`config.mk`:
```
export PLATFORM = sky130hd
export DESIGN_NAME = xattr_key_utf8_validator_top
export DESIGN_NICKNAME = d
export VERILOG_FILES = /design/src/rtl/core/xkuv_pkg.sv /design/src/rtl/core/xkuv_in_stage.sv /design/src/rtl/core/xkuv_scan.sv /design/src/rtl/core/xattr_key_utf8_validator_top.sv
export SDC_FILE = /design/constraint.sdc
export NUM_CORES = 1
export LEC_CHECK = 0
export BUFFER_PORTS_ARGS = -buffer_cell sky130_fd_sc_hd__buf_4
export CELL_PAD_IN_SITES_DETAIL_PLACEMENT = 1
export CELL_PAD_IN_SITES_GLOBAL_PLACEMENT = 1
export CORE_MARGIN = 4
export CORE_UTILIZATION = 30
export DETAILED_ROUTE_END_ITERATION = 8
export PLACE_DENSITY_LB_ADDON = 0.08
export SYNTH_ARGS = -nofsm -noshare
export SYNTH_HDL_FRONTEND = slang
export SYNTH_SLANG_ARGS = --single-unit
export TNS_END_PERCENT = 5
```
`constraint.sdc`:
```
create_clock -name clock -period 3.9 [get_ports clock]
set_input_delay 0.975 -clock clock [delete_from_list [all_inputs] [get_ports clock]]
set_output_delay 0.975 -clock clock [all_outputs]
set_load 0.005 [all_outputs]
```
`src/rtl/core/xkuv_pkg.sv`:
```
// Shared types, constants and a byte-class function for the xattr key UTF-8 validator.
// No dependencies; used by every module of the block.
package xkuv_pkg;

   localparam int OffsetBits = 16;
   localparam int LimitBits  = 16;
   localparam int LengthBits = 16;
   localparam int CmpBits    = (OffsetBits > LimitBits) ? OffsetBits : LimitBits;

   localparam logic [LimitBits-1:0]  MaxKeyLengthReset = LimitBits'(16);
   localparam logic [OffsetBits-1:0] OffsetMax         = {OffsetBits{1'b1}};

   localparam logic [7:0] ContMask   = 8'hC0;
   localparam logic [7:0] ContCode   = 8'h80;
   localparam logic [7:0] Lead2Mask  = 8'hE0;
   localparam logic [7:0] Lead2Code  = 8'hC0;
   localparam logic [7:0] Lead3Mask  = 8'hF0;
   localparam logic [7:0] Lead3Code  = 8'hE0;
   localparam logic [7:0] Lead4Mask  = 8'hF8;
   localparam logic [7:0] Lead4Code  = 8'hF0;
   localparam logic [7:0] AsciiLimit = 8'h80;
   localparam logic [7:0] CharUnder  = 8'h5F;
   localparam logic [7:0] CharDot    = 8'h2E;
   localparam logic [7:0] CharNul    = 8'h00;

   typedef struct packed {
      logic [7:0] data_byte;
      logic       last_byte;
   } req_payload_type;

   typedef struct packed {
      logic                  key_valid;
      logic [LengthBits-1:0] prefix_len;
   } rsp_payload_type;

   function automatic logic is_punct_or_ctrl(input logic [7:0] b);
      return b inside {[8'h00:8'h1F], 8'h7F, [8'h21:8'h2F], [8'h3A:8'h40],
                       [8'h5B:8'h60], [8'h7B:8'h7E]};
   endfunction

endpackage

```
`src/rtl/core/xkuv_in_stage.sv`:
```
// Input register for request beats of the xattr key validator.
// Depends on xkuv_pkg for the request payload type.
module xkuv_in_stage (
   input  logic                      clock,
   input  logic                      reset,
   input  logic                      req_valid,
   output logic                      req_ready,
   input  xkuv_pkg::req_payload_type req_payload,
   output logic                      stage_valid,
   input  logic                      stage_ready,
   output xkuv_pkg::req_payload_type stage_payload
);

   logic                      valid_ff;
   logic                      valid_in;
   xkuv_pkg::req_payload_type payload_ff;

   assign req_ready     = !valid_ff || stage_ready;
   assign valid_in      = req_ready ? req_valid : valid_ff;
   assign stage_valid   = valid_ff;
   assign stage_payload = payload_ff;

   always_ff @(posedge clock) begin
      if (reset) begin
         valid_ff <= 1'b0;
      end else begin
         valid_ff <= valid_in;
      end
   end

   // load a new beat whenever the register is free or drains this cycle
   always_ff @(posedge clock) begin
      if (req_ready && req_valid) begin
         payload_ff <= req_payload;
      end
   end

endmodule

```
`src/rtl/core/xkuv_scan.sv`:
```
// Per-byte key scan state, rule checks and the registered result beat.
// Depends on xkuv_pkg for types, byte codes and the punctuation class.
module xkuv_scan (
   input  logic                                clock,
   input  logic                                reset,
   input  logic                                stage_valid,
   output logic                                stage_ready,
   input  xkuv_pkg::req_payload_type           stage_payload,
   input  logic [xkuv_pkg::LimitBits-1:0]      name_limit,
   output logic                                rsp_valid,
   input  logic                                rsp_ready,
   output xkuv_pkg::rsp_payload_type           rsp_payload
);

   logic [1:0]                      pending_ff, pending_in;
   logic [xkuv_pkg::OffsetBits-1:0] offset_ff, offset_in;
   logic [xkuv_pkg::OffsetBits-1:0] dot_offset_ff, dot_offset_in;
   logic                            dot_seen_ff, dot_seen_in;
   logic                            system_ff, system_in;
   logic                            error_ff, error_in;
   logic                            rsp_valid_ff, rsp_valid_in;
   xkuv_pkg::rsp_payload_type       rsp_payload_ff, rsp_payload_in;

   logic                            advance;
   logic                            finish;
   logic [7:0]                      b;
   logic [xkuv_pkg::OffsetBits-1:0] dot;
   logic                            key_ok;

   assign b           = stage_payload.data_byte;
   assign stage_ready = !stage_payload.last_byte || !rsp_valid_ff || rsp_ready;
   assign advance     = stage_valid && stage_ready;
   assign finish      = advance && stage_payload.last_byte;
   assign rsp_valid   = rsp_valid_ff;
   assign rsp_payload = rsp_payload_ff;

   always_comb begin
      pending_in    = pending_ff;
      offset_in     = (offset_ff == xkuv_pkg::OffsetMax) ? offset_ff
                                                        : offset_ff + 1'b1;
      dot_offset_in = dot_offset_ff;
      dot_seen_in   = dot_seen_ff;
      system_in     = system_ff;
      error_in      = error_ff;

      if (pending_ff != 2'd0) begin
         if ((b & xkuv_pkg::ContMask) == xkuv_pkg::ContCode) begin
            pending_in = pending_ff - 2'd1;
         end else begin
            error_in   = 1'b1;
            pending_in = 2'd0;
         end
      end else if (b < xkuv_pkg::AsciiLimit) begin
         if (offset_ff == '0 && xkuv_pkg::is_punct_or_ctrl(b)) begin
            if (b == xkuv_pkg::CharUnder) begin
               system_in = 1'b1;
            end else begin
               error_in = 1'b1;
            end
         end
         if (b == xkuv_pkg::CharDot && !dot_seen_ff) begin
            dot_seen_in   = 1'b1;
            dot_offset_in = offset_ff;
         end
         if (b == xkuv_pkg::CharNul) begin
            error_in = 1'b1;
         end
      end else if ((b & xkuv_pkg::Lead2Mask) == xkuv_pkg::Lead2Code) begin
         pending_in = 2'd1;
      end else if ((b & xkuv_pkg::Lead3Mask) == xkuv_pkg::Lead3Code) begin
         pending_in = 2'd2;
      end else if ((b & xkuv_pkg::Lead4Mask) == xkuv_pkg::Lead4Code) begin
         pending_in = 2'd3;
      end else begin
         error_in = 1'b1;
      end

      dot    = dot_seen_in ? dot_offset_in : offset_in;
      key_ok = !error_in && pending_in == 2'd0 && dot != '0
               && xkuv_pkg::CmpBits'(dot) < xkuv_pkg::CmpBits'(name_limit)
               && !(system_in && dot == xkuv_pkg::OffsetBits'(1));

      rsp_payload_in.key_valid  = key_ok;
      rsp_payload_in.prefix_len = key_ok ? xkuv_pkg::LengthBits'(dot) : '0;

      rsp_valid_in = finish || (rsp_valid_ff && !rsp_ready);
   end

   always_ff @(posedge clock) begin
      if (reset) begin
         pending_ff    <= 2'd0;
         offset_ff     <= '0;
         dot_offset_ff <= '0;
         dot_seen_ff   <= 1'b0;
         system_ff     <= 1'b0;
         error_ff      <= 1'b0;
         rsp_valid_ff  <= 1'b0;
      end else begin
         rsp_valid_ff <= rsp_valid_in;
         if (finish) begin
            pending_ff    <= 2'd0;
            offset_ff     <= '0;
            dot_offset_ff <= '0;
            dot_seen_ff   <= 1'b0;
            system_ff     <= 1'b0;
            error_ff      <= 1'b0;
         end else if (advance) begin
            pending_ff    <= pending_in;
            offset_ff     <= offset_in;
            dot_offset_ff <= dot_offset_in;
            dot_seen_ff   <= dot_seen_in;
            system_ff     <= system_in;
            error_ff      <= error_in;
         end
      end
   end

   always_ff @(posedge clock) begin
      if (finish) begin
         rsp_payload_ff <= rsp_payload_in;
      end
   end

endmodule

```
`src/rtl/core/xattr_key_utf8_validator_top.sv`:
```
// Top level of the xattr key UTF-8 validator: input register, scan unit, limit register.
// Depends on xkuv_pkg, xkuv_in_stage and xkuv_scan.
// Result beat: valid in the cycle after the scan unit accepts the last key byte; the input
// register and the result register lie between that byte's handshake and the result's.
// Throughput: one byte per cycle; a last byte waits only while an older result beat stalls.
// Reset: synchronous, clears scan state and both valid flags; limit returns to 16.
module xattr_key_utf8_validator_top (
   input  logic                              clock,
   input  logic                              reset,
   input  logic                              req_valid,
   output logic                              req_ready,
   input  xkuv_pkg::req_payload_type         req_payload,
   output logic                              rsp_valid,
   input  logic                              rsp_ready,
   output xkuv_pkg::rsp_payload_type         rsp_payload,
   input  logic                              csr_write_enable,
   input  logic [xkuv_pkg::LimitBits-1:0]    csr_write_data
);

   logic [xkuv_pkg::LimitBits-1:0] name_limit_ff;
   logic                           stage_valid;
   logic                           stage_ready;
   xkuv_pkg::req_payload_type      stage_payload;

   always_ff @(posedge clock) begin
      if (reset) begin
         name_limit_ff <= xkuv_pkg::MaxKeyLengthReset;
      end else if (csr_write_enable) begin
         name_limit_ff <= csr_write_data;
      end
   end

   xkuv_in_stage u_in_stage (
      .clock         (clock),
      .reset         (reset),
      .req_valid     (req_valid),
      .req_ready     (req_ready),
      .req_payload   (req_payload),
      .stage_valid   (stage_valid),
      .stage_ready   (stage_ready),
      .stage_payload (stage_payload)
   );

   xkuv_scan u_scan (
      .clock          (clock),
      .reset          (reset),
      .stage_valid    (stage_valid),
      .stage_ready    (stage_ready),
      .stage_payload  (stage_payload),
      .name_limit     (name_limit_ff),
      .rsp_valid      (rsp_valid),
      .rsp_ready      (rsp_ready),
      .rsp_payload    (rsp_payload)
   );

   a_invalid_zero_length: assert property (@(posedge clock) disable iff (reset)
      rsp_valid && !rsp_payload.key_valid |-> rsp_payload.prefix_len == '0)
      else $error("invalid key reported with nonzero length");

   a_valid_nonzero_length: assert property (@(posedge clock) disable iff (reset)
      rsp_valid && rsp_payload.key_valid |-> rsp_payload.prefix_len != '0)
      else $error("valid key reported with zero length");

   a_stage_holds: assert property (@(posedge clock) disable iff (reset)
      stage_valid && !stage_ready |=> stage_valid && $stable(stage_payload))
      else $error("stalled input register lost its beat");

endmodule

```
Word level (Yosys, flattened, before mapping)

Index checks and enable logic that the tools add are counted.

Register bits: 81
Bits of input ports: 30

$add $sub $neg: 2
Order comparisons: 12
Multiplexer cells: 27
Reduce and logical (&&, ||, !) cells: 34
Equality and inequality tests: 9

Operators by type and width:

| cell                    | count |
|---|---|
| $mux W16                | 5 |
| $le A8 B7 Y1 const B    | 3 |
| $add A16 B1 Y16 const B | 1 |
| $eq A16 B1 Y1 const B   | 1 |
| $eq A16 B16 Y1 const B  | 1 |
| $eq A8 B7 Y1 const B    | 2 |
| $ge A8 B6 Y1 const B    | 2 |
| $ge A8 B7 Y1 const B    | 2 |
| $logic_and A1 B1 Y1     | 16 |
| $logic_not A16 Y1       | 1 |
| $lt A16 B16 Y1          | 1 |
| $mux W1                 | 16 |
| $reduce_bool A16 Y1     | 1 |
| $mux W2                 | 6 |
| $eq A8 B6 Y1 const B    | 1 |
| $ge A8 B1 Y1 const B    | 1 |
| $le A8 B5 Y1 const B    | 1 |
| $le A8 B6 Y1 const B    | 1 |
| $logic_not A8 Y1        | 1 |
| $lt A8 B8 Y1 const B    | 1 |
| $logic_not A1 Y1        | 7 |
| $reduce_bool A6 Y1      | 1 |
| $eq A5 B5 Y1 const B    | 1 |
| $eq A4 B4 Y1 const B    | 1 |
| other kinds (7)         | 10 |

Depth between registers and ports, before layout

Gate-level depths: netlist of run 1.

Depth after elaboration: 13
Gate-level depth with buffers: 19
Mapped depth without buffers: 15

Modules after synthesis

Synthesis of run 1 repeated with hierarchy kept, for this count alone.

Cell total of the unflattened synthesis: 523
Area, all modules: 4520.6 um^2

By module, submodules not included:

| module                       | area each (um^2) | cells an instance | seq. area each (um^2) | times used |
|---|---|---|---|---|
| xkuv_scan                    | 3613.5           | 457               | 1271.2                | 1 |
| xattr_key_utf8_validator_top | 581.8            | 52                | 320.3                 | 1 |
| xkuv_in_stage                | 325.3            | 14                | 290.3                 | 1 |

Least setup slack after synthesis of run 1

No wires, ideal clock.

Path kind: register to register
From: register u_scan.pending_ff[0]
To: register u_scan.rsp_payload_ff, in the netlist u_scan.rsp_payload[0], data pin
Path buffers: 4
Stages on the path, launching flop included: 19
Library setup time: 0.271 ns
Clock period less this slack: 3.669 ns
Data arrival time: 3.398 ns
Setup slack: 0.231 ns
Required time: 3.629 ns
Path through: dfxtp_1 inv_1 ha_1 buf_2 nor2b_1 and4_1 buf_2 buf_4 nor4_1 mux2_2 o21ai_0 ha_1 nand4_1 nor2_1 o31ai_1 a31o_2 o2111ai_1 buf_2 a211oi_1

RTL lines:

| what                                                   | RTL line         | source |
|---|---|---|
| from (decl)                                            | xkuv_scan.sv:15  | `logic [1:0] pending_ff, pending_in;` |
| from (signal assigned)                                 | xkuv_scan.sv:108 | `pending_ff <= pending_in;` |
| $reduce_bool A2 Y1 (*)                                 | xkuv_scan.sv:46  | `if (pending_ff != 2'd0) begin` |
| $mux W16 or $mux W1 (tied branches)                    | xkuv_scan.sv:46  |  |
| $mux W16 (*)                                           | xkuv_scan.sv:78  | `dot = dot_seen_in ? dot_offset_in : offset_in;` |
| via u_scan.dot (one bit)                               | xkuv_scan.sv:27  | `logic [xkuv_pkg::OffsetBits-1:0] dot;` |
| branches (longest 3 deep; another with $lt A16 B16 Y1) | --               |  |
| $logic_and A1 B1 Y1 (*)                                | xkuv_scan.sv:81  | `&& !(system_in && dot == xkuv_pkg::OffsetBits'(1));` |
| to (signal assigned)                                   | xkuv_scan.sv:120 | `rsp_payload_ff <= rsp_payload_in;` |
| to (decl)                                              | xkuv_scan.sv:22  | `xkuv_pkg::rsp_payload_type rsp_payload_ff, rsp_payload_in;` |

Mark *: on every way through the listed nets, which the timed path passes.
A chain may end at the register's enable or synchronous reset.

Worst setup path after layout of run 1

From: register u_scan.pending_ff[0]
To: register u_scan.rsp_payload_ff, in the netlist u_scan.rsp_payload[12], data pin

The elaborated chain is that of the path after synthesis.

==> results of run 1 <==
metrics by stage:
step / worst slack [ps] / hold slack (ps) / cells
2_1_floorplan: 231 / 427 / 507
3_3_place_gp: 178 / 438 / 732
3_5_place_dp: 45.3 / 445 / 732
4_1_cts: 19.7 / 453 / 748
5_1_grt: 23.0 / 481 / 748
6_report: 292 / 450 / 748
cell usage after synthesis, types with 7 or more instances:
master,count
mux2i_1,17
a21oi_1,37
nor2b_1,14
a31oi_1,7
buf_2,10
nand4_1,14
nand3_1,12
inv_1,32
xnor2_1,7
buf_6,7
nor3_1,9
dfxtp_1,55
clkbuf_1,18
ha_1,18
edfxtp_1,26
nand2_1,58
o21ai_0,16
or3_1,8
nor2_1,58
and3_1,8
cell families after synthesis:
| logic type | count (synthesis) | share of synthesized area |
|---|---|---|
| adder cells (fa/ha/maj) | 18 | 0.0513 |
| AO/OA/AOI/OAI | 104 | 0.151 |
| flip-flops | 81 | 0.429 |
| AND/OR/NAND/NOR | 209 | 0.236 |
| multiplexers | 18 | 0.0413 |
| XOR/XNOR | 9 | 0.0180 |
| buffers and inverters | 68 | 0.0738 |
worst max-delay path by stage:
stage               cells past startpoint                     end  slack [ps]            startpoint
finish                                 16  u_scan.rsp_payload[12]         290  u_scan.pending_ff[0]
global route                           17   u_scan.rsp_payload[2]          20  u_scan.pending_ff[0]
CTS                                    16  u_scan.rsp_payload[12]          20  u_scan.pending_ff[0]
detailed placement                     16  u_scan.rsp_payload[12]          50  u_scan.pending_ff[0]
global placement                       16  u_scan.rsp_payload[12]         180  u_scan.pending_ff[0]
floorplan                              18   u_scan.rsp_payload[0]         230  u_scan.pending_ff[0]
report_power, final:
part / switching, uW / internal [uW] / total [uW] / leakage [uW]
Clock: 337 / 577 / 914 / 0.000151
Combinational: 100 / 78.6 / 179 / 0.00132
Sequential: 13.4 / 892 / 906 / 0.000714
Total: 450 / 1550 / 2000 / 0.00219
routing by layer:
| layer | GRT usage | up-vias | wire [um] |
|---|---|---|---|
| li1 | - | 1906 | - |
| met5 | 0 | - | 0 |
| met3 | 0.0394 | 7 | 339 |
| met1 | 0.210 | 1863 | 6080 |
| met2 | 0.276 | 46 | 6190 |
| met4 | 0.0327 | 0 | 140 |
sequential cells by signal, summed over array words and instances (netlist names), 2 cells and up:
register,count
u_scan.pending_ff,2
u_in_stage.stage_payload,9
u_scan.dot_offset_ff,16
u_scan.rsp_payload,17
u_scan.offset_ff,16
name_limit_ff,16
tightest hold or removal path, delay by kind of cell (launching register included):
family	cells	cell delay, ps
DFF	1	300
and+or+nand+nor	1	50
AOI/OAI and AO/OA	1	50
layout make-up:
class / count / area share
multi-input cells: 358 / 0.412
flip-flops and latches: 81 / 0.351
repair buffers: 81 / 0.114
clock buffers: 13 / 0.0467
well taps: 180 / 0.0421
inverters: 32 / 0.0224
clock inverters: 3 / 0.0119
timing repair:
action / in CTS / in global routing
endpoints found under the hold margin: 0 / 0
gates resized for setup: 0 / 7
setup endpoints to repair: 0 / 17
hold buffers: 0 / 0
==> impl_metrics.tcl, run 1 <==
set metrics [dict create \
    gr-total-overflow 0 \
    slowest_delay_ps 380 \
    synth-main-ff-cell "dfxtp_1" \
    tns_ps 0 \
    startpoint_type "register" \
    ff2ff_path_depth 16 \
    initial_core_util 0.311 \
    yosys_register_bits 81 \
    path_buf_inv 3 \
    final_common_cell "buf_4" \
    multi_input_area_um2 2210 \
    hold_start "u_scan.dot_offset_ff[13]" \
    syn_area_per_cell_um2 8.66 \
    nets 611 \
    slew_violations 0 \
    vias_per_cell 5.11 \
    ant_nets 0 \
    synth_area_leaders "dfxtp_1 25%, edfxtp_1 18%, ha_1 5.1%" \
    io_buffers 48 \
    seq_area_um2 1880 \
    antenna_found_initial 0 \
    outcome "complete, no violations" \
    worst_slew_pin_slew_ps 903 \
    worstPathArrival_ps 3700 \
    synth-seq-area-share 0.429 \
    postLayoutCoreUtil 0.380 \
    post-dp-hpwl_um 9840 \
    grt_use_total 0.162 \
    clock_path_buffers 2 \
    cts_buffers 9 \
    syn_nets 555 \
    diodes 0 \
    die_w_um 129 \
    syn_area_um2 4390 \
    grt_pass1_wl_um 21000 \
    drt_first_pass_iters 4 \
    dr.first_iter.drc_count 203 \
    rr_startpoint "u_scan.pending_ff[0]" \
    vias 3822 \
    clock-sinks 81 \
    routed_wl_um 12800 \
    cp_max_fo 10 \
    ys_warn_count 0 \
    r2r_end "u_scan.rsp_payload[12]" \
    crit_path_cell_trace "inv_1 -> ha_1 -> nor2b_1 -> and4_2 -> buf_4 -> nor4_2 -> mux2_2 -> o21ai_1 -> ha_1 -> nand4_1 -> nor2_2 -> o31ai_1 -> a31o_2 -> o2111ai_2 -> buf_4 -> nor2_1" \
    path_class "register to register" \
    slew_headroom 0.395 \
    synth_edf_count 26 \
    post_dp_cell_area_um2 5020 \
    fmax_mhz 277 \
    gp_congestion 0.842 \
    hold_viol 0 \
    drive_gt1_frac 0.192 \
    synthDistinctLibCells 56 \
    drc 0 \
    ir_drop_mv 0.267 \
    synth.top_cell.area_share 0.251 \
    post_cts_buffers 0 \
    cts-root-buf "clkbuf_16" \
    dieArea_um2 16600 \
    io_pins 49 \
    synth-async-reset-ratio 0 \
    cp_slowest_cell "mux2_2" \
    cts_tree "done" \
    synth_cells 507 \
    critPathCaptureType "register" \
    grt_max_degree 35 \
    hold_path_class "register to register" \
    skew_ps 6.28 \
    cp_top_family "simple AND/OR/NAND/NOR gates" \
    grt_pass1_vias 3941 \
    die_h_um 129 \
    cellLeakagePower_uw 0.00219 \
    fill_cells 1660 \
    wl_per_cell_um 17.1 \
    hold_depth 2 \
    worstPathRequired_ps 3990 \
    min_period_ps 3610 \
    final_cell_mix "81 x buf_4, 58 x nand2_1, 57 x nor2_1" \
    p_total_uw 2000 \
    drv_cap 0 \
    htreeDepth 3 \
    rsz0062_at_grt "false" \
    powerDensity_nw_per_um2 373 \
    finalSetupViolCount 0 \
    design_area_um2 5360 \
    clock_latency_ps 340 \
    fp-row-count 43 \
    clk_pin_slew_ps 60 \
    post-route-period-util 0.925 \
    area_growth_pct 22.0 \
    yosys.area.top_type "dfxtp_1" \
    whs_endpoint "u_scan.dot_offset_ff[13]" \
    timing.reg2reg.setup_slack_ps 290 \
    coreArea_um2 14100 \
]
Power figures use the tool's default switching activity.
==> run 2: changes to the inputs <==
--- a/config.mk
+++ b/config.mk
@@ -11,6 +11,7 @@
 export CORE_MARGIN = 4
 export CORE_UTILIZATION = 30
 export DETAILED_ROUTE_END_ITERATION = 8
+export MAX_ROUTING_LAYER = met4
 export PLACE_DENSITY_LB_ADDON = 0.08
 export SYNTH_ARGS = -nofsm -noshare
 export SYNTH_HDL_FRONTEND = slang
==> run 2 against run 1 <==
Compared with the run above: combinational power is essentially flat; hold slack got worse by 0.91 ps; maximum frequency down 0.69%; design area is 0.56% lower; routed wire length rose by 4.0%; clock power shrank 9.4%; clock-buffer cell count down 3; die area did not move; via count is 1.2% higher; cell count down 0.13%; core utilization down 0.21 points; worst setup slack worse by 25 ps; critical endpoint unchanged.
==> impl_metrics.tcl, run 2 (synthesis results as in run 1) <==
set metrics [dict create \
    outcome "complete, no violations" \
    slew_headroom 0.419 \
    ant_nets 0 \
    grtUsageMet1 0.218 \
    grt_pass1_wl_um 21700 \
    diodes 0 \
    io_pins 49 \
    post_cts_buffers 0 \
    skew_ps 9.94 \
    use_met3 0.0249 \
    seq_area_um2 1880 \
    dieArea_um2 16600 \
    clock-sinks 81 \
    tns_ps 0 \
    ir_drop_mv 0.176 \
    cts_buffers 9 \
    hold_ws_ps 449 \
    drc 0 \
    fill_cells 1700 \
    grt_use_total 0.173 \
    grt.busiest_layer "met2" \
    io_buffers 48 \
    clock_path_buffers 2 \
    slew_violations 0 \
    timing.reg2reg.setup_slack_ps 270 \
    vias 3868 \
    post-dp-hpwl_um 10000 \
    initial_core_util 0.311 \
    clock_latency_ps 350 \
    die_w_um 129 \
    worst_slew_pin_slew_ps 867 \
    fp-row-count 43 \
    drive_gt1_frac 0.196 \
    min_period_ps 3630 \
    grt_use_met2 0.278 \
    clk_pin_slew_ps 70 \
    routed_wl_um 13300 \
    drt_first_pass_iters 4 \
    worstPathRequired_ps 4000 \
    hold_path_class "register to register" \
    cts_tree "done" \
    largest_register_ffs 17 \
    htreeDepth 3 \
    multi_input_area_um2 2200 \
    p_total_uw 1910 \
    grt_max_degree 35 \
    dr.first_iter.drc_count 182 \
    worstPathArrival_ps 3730 \
    vias_per_cell 5.18 \
    die_h_um 129 \
    nets 611 \
    final_common_cell "buf_4" \
    coreArea_um2 14100 \
    hold_viol 0 \
    rsz0062_at_grt "false" \
    path_class "register to register" \
    final_cell_mix "81 x buf_4, 58 x nor2_1, 58 x nand2_1" \
    dpl_worst_slack_ps 32.9 \
    gp_congestion 0.830 \
    area_growth_pct 21.3 \
    wl_per_cell_um 17.8 \
    post-route-period-util 0.931 \
    fmax_mhz 275 \
    layout_setup_ws_ps 267 \
    finalSetupViolCount 0 \
    gr-total-overflow 0 \
    grt_pass1_vias 4108 \
    critPathCaptureType "register" \
    startpoint_type "register" \
    drv_cap 0 \
    cts-root-buf "clkbuf_16" \
    cp_max_fo 10 \
    cellLeakagePower_uw 0.00218 \
    powerDensity_nw_per_um2 359 \
    antenna_found_initial 0 \
]
-- run 2: cell count changes in the layout (fill, tap and decap cells not counted), moves of 2 or more --
| cell | before | now |
|---|---|---|
| clkinv_4 | 0 | 2 |
| bufinv_16 | 2 | 0 |
| clkbuf_1 | 3 | 0 |
| o21ai_1 | 4 | 2 |
-- run 2: area by class of cell --
cell class,instances,share of cell area
timing repair buffer,81,0.114
tap,180,0.0423
multi-input combinational,358,0.413
inverter,32,0.0226
clock buffer,10,0.0470
sequential,81,0.354
clock inverter,5,0.00728
-- run 2: power by group --
group          switching, uW  internal (uW)
Sequential              13.4            892
Clock                    358            470
Combinational            101           78.2
Total                    472           1440
-- run 2: what timing repair did --
item / 4_1_cts / 5_1_grt
hold buffers: 0 / 0
endpoints found under the hold margin: 0 / 0
endpoints found under the setup margin: 0 / 17
resized for setup: 0 / 5
-- run 2: final timing paths --
kind / from / to / depth (start not counted)
worst min register to register: u_scan.dot_offset_ff[13] / u_scan.dot_offset_ff[13] / 2
worst max register to register: u_scan.pending_ff[0] / u_scan.rsp_payload[12] / 16
worst min-delay path: u_scan.dot_offset_ff[13] / u_scan.dot_offset_ff[13] / 2
worst max-delay path: u_scan.pending_ff[0] / u_scan.rsp_payload[12] / 16
-- run 2: layer usage --
layer | routed length [um] | part of all wire | vias to the layer above
met5 | 0 | 0 | -
met4 | 299 | 0.023 | 0
met3 | 327 | 0.025 | 17
met2 | 6350 | 0.48 | 50
met1 | 6290 | 0.47 | 1892
li1 | - | - | 1909
-- run 2: worst max-delay path, cell delays in order (launching register included) --
cell	delay (ps)
dfxtp_1	370
inv_1	60
ha_1	210
nor2b_1	140
and4_1	280
buf_4	230
nor4_1	280
mux2_2	390
o21ai_2	170
ha_1	160
nand4_1	190
nor2_1	190
o31ai_1	90
a31o_2	230
o2111ai_2	120
buf_4	220
nor2_1	50
-- run 2: per-stage QoR --
stage / cells / util / cell area [um^2]
after global placement: 732 / 0.356 / 5020
final: 747 / 0.378 / 5330
after global routing: 747 / 0.378 / 5330
after floorplan: 507 / - / 4390
after detailed placement: 732 / 0.356 / 5020
after CTS: 747 / 0.377 / 5310
